### config.mk
export PLATFORM = sky130hd
export DESIGN_NAME = fbe_ctrl
export DESIGN_NICKNAME = d
export VERILOG_FILES = /design/src/hw/rtl/fbe_pkg.sv /design/src/hw/rtl/fbe_ctrl.sv
export SDC_FILE = /design/constraint.sdc
export NUM_CORES = 1
export LEC_CHECK = 0
export ABC_AREA = 0
export BUFFER_PORTS_ARGS = -buffer_cell sky130_fd_sc_hd__buf_2
export CAP_MARGIN = 20
export CORE_MARGIN = 8
export CORE_UTILIZATION = 41
export CTS_CLUSTER_DIAMETER = 80
export DETAILED_ROUTE_END_ITERATION = 16
export PLACE_DENSITY = 0.74
export SYNTH_ARGS = -nofsm -noshare
export SYNTH_HDL_FRONTEND = slang
export SYNTH_SLANG_ARGS = --single-unit
### constraint.sdc
create_clock -name clk_i -period 3.3 [get_ports clk_i]
set_input_delay 0.33 -clock clk_i [delete_from_list [all_inputs] [get_ports clk_i]]
set_output_delay 0.33 -clock clk_i [all_outputs]
set_load 0.005 [all_outputs]
### src/hw/rtl/fbe_pkg.sv
`timescale 1ns / 1ps
`default_nettype none
// ----------------------------------------------------------------------------
// fbe_pkg
// Shared types, widths and codes of the FIR band equalizer.
// ----------------------------------------------------------------------------
package fbe_pkg;

  localparam int DEF_BANDS   = 10;
  localparam int DEF_TAPS    = 64;

  localparam int FUNC_W      = 2;
  localparam int SAMPLE_W    = 16;
  localparam int BAND_IDX_W  = 4;
  localparam int TAP_IDX_W   = 6;
  localparam int COEF_W      = 18;
  localparam int GAIN_W      = 16;
  localparam int OUT_W       = 24;
  localparam int ROUND_SHIFT = 29;

  typedef enum logic [FUNC_W-1:0] {
    FUNC_SAMPLE = 2'd0,
    FUNC_COEF   = 2'd1,
    FUNC_GAIN   = 2'd2
  } func_e;

  typedef enum logic [1:0] {
    ST_IDLE,
    ST_RUN,
    ST_DRAIN,
    ST_FINISH
  } ctrl_state_e;

  typedef struct packed {
    logic sample_wr;
    logic hist_clear;
    logic coef_wr;
    logic gain_wr;
    logic mac_step;
    logic last_tap;
    logic last_band;
    logic load_out;
  } fbe_cmd_t;

  typedef struct packed {
    logic total_done;
    logic out_free;
  } fbe_status_t;

endpackage
`default_nettype wire

### src/hw/rtl/fbe_ctrl.sv
`timescale 1ns / 1ps
`default_nettype none
// ----------------------------------------------------------------------------
// fbe_ctrl
// Sequencer: takes input words, decodes them and steps the datapath through
// every tap of every band for each audio sample.
// ----------------------------------------------------------------------------
module fbe_ctrl #(
  parameter int BANDS = fbe_pkg::DEF_BANDS,
  parameter int TAPS  = fbe_pkg::DEF_TAPS
) (
  input  wire                            clk_i,
  input  wire                            rst_ni,
  input  wire                            in_valid_i,
  input  wire [fbe_pkg::FUNC_W-1:0]      func_i,
  input  wire                            start_of_signal_i,
  input  wire [fbe_pkg::BAND_IDX_W-1:0]  band_index_i,
  input  wire [fbe_pkg::TAP_IDX_W-1:0]   tap_index_i,
  input  fbe_pkg::fbe_status_t           status_i,
  output logic                           in_stall_o,
  output fbe_pkg::fbe_cmd_t              cmd_o
);
  import fbe_pkg::*;

  localparam int TAP_CNT_W  = $clog2(TAPS);
  localparam int BAND_CNT_W = (BANDS > 1) ? $clog2(BANDS) : 1;

  ctrl_state_e            state_q, state_d;
  logic [TAP_CNT_W-1:0]   tap_cnt_q, tap_cnt_d;
  logic [BAND_CNT_W-1:0]  band_cnt_q, band_cnt_d;
  logic                   band_ok, tap_ok, last_tap, last_band;

  assign band_ok   = int'(band_index_i) < BANDS;
  assign tap_ok    = int'(tap_index_i) < TAPS;
  assign last_tap  = tap_cnt_q == TAP_CNT_W'(TAPS - 1);
  assign last_band = band_cnt_q == BAND_CNT_W'(BANDS - 1);

  always_ff @(posedge clk_i or negedge rst_ni) begin
    if (!rst_ni) begin
      state_q    <= ST_IDLE;
      tap_cnt_q  <= '0;
      band_cnt_q <= '0;
    end else begin
      state_q    <= state_d;
      tap_cnt_q  <= tap_cnt_d;
      band_cnt_q <= band_cnt_d;
    end
  end

  always_comb begin
    state_d    = state_q;
    tap_cnt_d  = tap_cnt_q;
    band_cnt_d = band_cnt_q;
    in_stall_o = 1'b1;
    cmd_o      = '0;
    unique case (state_q)
      ST_IDLE: begin
        in_stall_o = 1'b0;
        tap_cnt_d  = '0;
        band_cnt_d = '0;
        if (in_valid_i) begin
          unique case (func_e'(func_i))
            FUNC_SAMPLE: begin
              cmd_o.sample_wr  = 1'b1;
              cmd_o.hist_clear = start_of_signal_i;
              state_d          = ST_RUN;
            end
            FUNC_COEF: cmd_o.coef_wr = band_ok && tap_ok;
            FUNC_GAIN: cmd_o.gain_wr = band_ok;
            default: ;
          endcase
        end
      end
      ST_RUN: begin
        cmd_o.mac_step  = 1'b1;
        cmd_o.last_tap  = last_tap;
        cmd_o.last_band = last_band;
        if (last_tap) begin
          tap_cnt_d  = '0;
          band_cnt_d = band_cnt_q + 1'b1;
          if (last_band) begin
            state_d = ST_DRAIN;
          end
        end else begin
          tap_cnt_d = tap_cnt_q + 1'b1;
        end
      end
      ST_DRAIN: begin
        if (status_i.total_done) begin
          state_d = ST_FINISH;
        end
      end
      ST_FINISH: begin
        // Hold the finished sum until the output register can take it.
        if (status_i.out_free) begin
          cmd_o.load_out = 1'b1;
          state_d        = ST_IDLE;
        end
      end
      default: state_d = ST_IDLE;
    endcase
  end

endmodule
`default_nettype wire

==> impl_table.tex <==
\begin{tabular}{lr}
\hline
Metric & Value \\
\hline
\multicolumn{2}{l}{\textbf{Outcome}} \\
Result of the run & finished, final reports clean \\
\multicolumn{2}{l}{\textbf{Placed design}} \\
DP Wirelength & 1260 µm \\
Area after DPL & 931 µm² \\
Number of buffers added on ports & 19 \\
Routability congestion estimate from global placement & 0.716 \\
\multicolumn{2}{l}{\textbf{Clocking}} \\
Buffer levels on the longest clock path & 2 \\
CTS tree & done \\
Clock buffer count from CTS & 3 \\
Root buffer selected by CTS & clkbuf\_4 \\
Resize count post-CTS & 0 \\
CTS HTree Levels & 1 \\
Clock latency reported for the late side of the worst-skew pair & 0.27 ns \\
Clock-pin transition on the worst setup and hold timing paths & approximately 0.080 ns \\
Number of clock sinks & 12 \\
\multicolumn{2}{l}{\textbf{Synth}} \\
Number of nets in the synthesized netlist & 102 \\
Synthesis Warnings & 0 \\
Share of the yosys chip area belonging to registers & 37.3\% \\
Synth Area per Inst & 10.5 µm² \\
Simple-Gate Fraction of Synth Area & between 10\% and 20\% \\
Compound-Gate Fraction of Synth Area & 22.8\% \\
Post-Syn Instances & 77 \\
Number of register bits inferred by synthesis & 12 \\
Xor-xnor portion of the synthesized cell area & 5.43\% \\
Adder-cell area share of the yosys netlist & 10.9\% \\
Dominant combinational cell family by area after synthesis & compound AO/OA/AOI/OAI gates \\
Share of cell area taken by muxes after synthesis & 3.11\% \\
FFs w/ async S/R, synth & 100\% \\
Post-synthesis instance area & 806 µm² \\
Most common flop cell mapped by yosys & dfrtp\_1 \\
Number of flops mapped to enable cells by yosys & 0 \\
Count of unique library cells instantiated by Yosys & 28 \\
\multicolumn{2}{l}{\textbf{Final layout}} \\
Fraction of final layout cells sized beyond drive strength 1 & 29.0\% \\
Net count reported at finish & 126 \\
\# fillers & 170 \\
Non-Filler Cell Area, Final & about 980 µm² \\
P\&R area growth vs syn & 21.3\% \\
Ant diodes & 0 \\
\multicolumn{2}{l}{\textbf{Route}} \\
Count of vias placed by the detailed router & 664 \\
Drt initial violations & 20 \\
Vias per Instance & about 5.2 \\
Routed WL per cell & approximately 13 µm \\
Routed length on met1 & 704 µm \\
Detailed Route WL & around 1600 µm \\
Detailed-route DRC error count & 0 \\
First-pass detailed-route iteration total & 4 \\
Highest signal layer in the routed design & met4 \\
Detailed route wirelength on metal2 & 851 µm \\
Sum of met3 wire segment lengths after detailed routing & 66 µm \\
Residual antenna-violating net count after detailed routing & 0 \\
\multicolumn{2}{l}{\textbf{Timing}} \\
Maximum operating frequency & 504 MHz \\
Clock Skew & 0.00165 ns \\
Final critical-path share of the clock period & 60.2\% \\
Relative slew slack & 54.8\% \\
Hold violation total from the final report & 0 \\
Total Neg Setup Slack & 0 ns \\
Number of max-slew violations in the final report & 0 \\
Unrepaired setup endpoints after global routing & false \\
Tmin final & 1.99 ns \\
Transition time of the tightest slew-check pin & about 0.67 ns \\
Number of failing setup endpoints in the final timing report & 0 \\
\multicolumn{2}{l}{\textbf{GRT}} \\
Vias in the first global route & 651 \\
Largest net degree at the start of global routing & 16 \\
Global-route wire length before repair & 2900 µm \\
Total overflow reported by the global router & 0 \\
Global-route total usage across every layer & 10.4\% \\
Number of antenna violations at the first check in global routing & 0 \\
\multicolumn{2}{l}{\textbf{Worst setup path}} \\
Worst Path Arrival & 1.66 ns \\
Category of the critical setup timing path & reg2out \\
Critical Path Start Type & flop \\
CP Cell Sequence & inv\_1 > ha\_1 > nor3b\_1 > buf\_2 \\
Endpoint class of the critical path & primary output \\
Required arrival time at the worst endpoint & 2.97 ns \\
Max Fanout on Critical Path & 15 \\
Cell count of the worst reg-to-reg path & 5 \\
Stage delay of the slowest cell on the critical path & 0.50 ns \\
Worst path slowest cell & ha\_1 \\
\multicolumn{2}{l}{\textbf{Pwr}} \\
Worst ir drop on vdd & about 0.14 mV \\
Power per Cell Area & 284 nW/µm² \\
Power after layout & 278 µW \\
Leakage & 0.000499 µW \\
\multicolumn{2}{l}{\textbf{Run}} \\
\# Max-Cap Violations & 0 \\
\multicolumn{2}{l}{\textbf{Floorplan}} \\
Core Area & 1900 µm² \\
Initial standard-cell utilization of the core & 42.4\% \\
Die ar. & 3640 µm² \\
Die width & 60.3 µm \\
I/O pin count & 27 \\
Chip Height & 60.3 µm \\
Number of placement rows & 16 \\
\multicolumn{2}{l}{\textbf{Worst hold path}} \\
Class of the tightest hold or removal check & in2reg \\
Cell depth of the worst hold path & 3 \\
\hline
\end{tabular}
-- cell families (layout without fill, tap and decap cells) --
logic type,Yosys count,in the layout
AOI/OAI and AO/OA,21,21
xor gates and xnor gates,5,5
adders and majority gates,7,7
buffers and inverters,7,30
DFF,12,12
muxes,2,2
and+or+nand+nor,23,23
-- worst paths after layout --
kind                               start             to  slack, ns
min reg2reg                band_cnt_q[3]  band_cnt_q[3]       0.56
max in group asynchronous         rst_ni     state_q[0]       2.60
max                           state_q[1]       cmd_o[1]       1.31
min in group asynchronous         rst_ni   tap_cnt_q[5]       0.48
max reg2reg                 tap_cnt_q[0]     state_q[1]       1.48
min                          status_i[0]     state_q[0]       0.41
-- Yosys cell counts (2+ instances only) --
| cell | n | area, µm² |
|---|---|---|
| xor2_1 | 4 | 35.0 |
| dfrtp_1 | 12 | 300 |
| nor2_1 | 4 | 15.0 |
| nor3b_1 | 3 | 22.5 |
| inv_1 | 6 | 22.5 |
| a22o_1 | 8 | 70.1 |
| nand3_1 | 4 | 20.0 |
| nor3_1 | 2 | 10.0 |
| nand2_1 | 3 | 11.3 |
| o21ai_0 | 5 | 25.0 |
| ha_1 | 7 | 87.6 |
| and2_1 | 3 | 18.8 |
-- repair_timing --
item                      4_1_cts  5_1_grt
buffers inserted                0        0
hold buffers                    1        0
hold endpoints to repair       12        0
-- per-stage QoR --
stage	std cells	utilization [%]	hold WS [ns]	setup WS, ns
floorplan	77	-	0.0344	1.64
global placement	122	48.9	0.226	1.50
detailed placement	122	48.9	0.232	1.48
CTS	127	51.4	0.396	1.30
global route	127	51.4	0.430	1.19
finish	127	51.4	0.407	1.31
-- cell type report --
| class | instances | area [µm²] | share of cell area [%] |
|---|---|---|---|
| Clock buffer | 4 | 36.3 | 3.71 |
| Tap cell | 27 | 33.8 | 3.46 |
| Sequential cell | 12 | 300 | 30.7 |
| Timing Repair Buffer | 20 | 105 | 10.8 |
| Inverter | 6 | 22.5 | 2.30 |
| Multi-Input combinational cell | 58 | 479 | 49.0 |
-- where the power goes --
| part | internal (µW) | switching [µW] |
|---|---|---|
| registers | 147 | 0 |
| logic | 5.74 | 5.77 |
| clock network | 67.0 | 52.6 |
-- placed cells by master (no fill, tap or decap), drive strengths merged --
cell type	netlist	layout
a21o	1	1
o41ai	1	1
and3	1	1
ha	7	7
o2111ai	1	1
nand3	5	5
nor3	2	2
inv	6	6
o211ai	1	1
o21ai	5	5
mux2	1	1
a22o	9	9
and2	3	3
mux2i	1	1
clkbuf	1	4
dlygate4sd3	0	1
xor2	4	4
buf	0	19
nor3b	3	3
nand2b	1	1
o31ai	1	1
a32oi	1	1
nor2	4	4
xnor2	1	1
a21oi	1	1
nand2	4	4
dfrtp	12	12
-- flip-flops by register name (all words and copies together), names as in the netlist --
name and count:
band_cnt_q 4, tap_cnt_q 6, state_q 2
-- worst max-delay path: cells and delay by family, from the launching register on --
family	cells	cell delay [ns]
fa+ha+maj	1	0.50
buf+inv	2	0.23
flops	1	0.43
simple gates	1	0.23
-- per-layer routing --
layer,up-vias,track usage (%)
met5,-,0
met4,0,4.08
met3,2,2.75
met2,15,16.8
met1,318,12.8
li1,329,-
(Power assumes the default switching activity.)
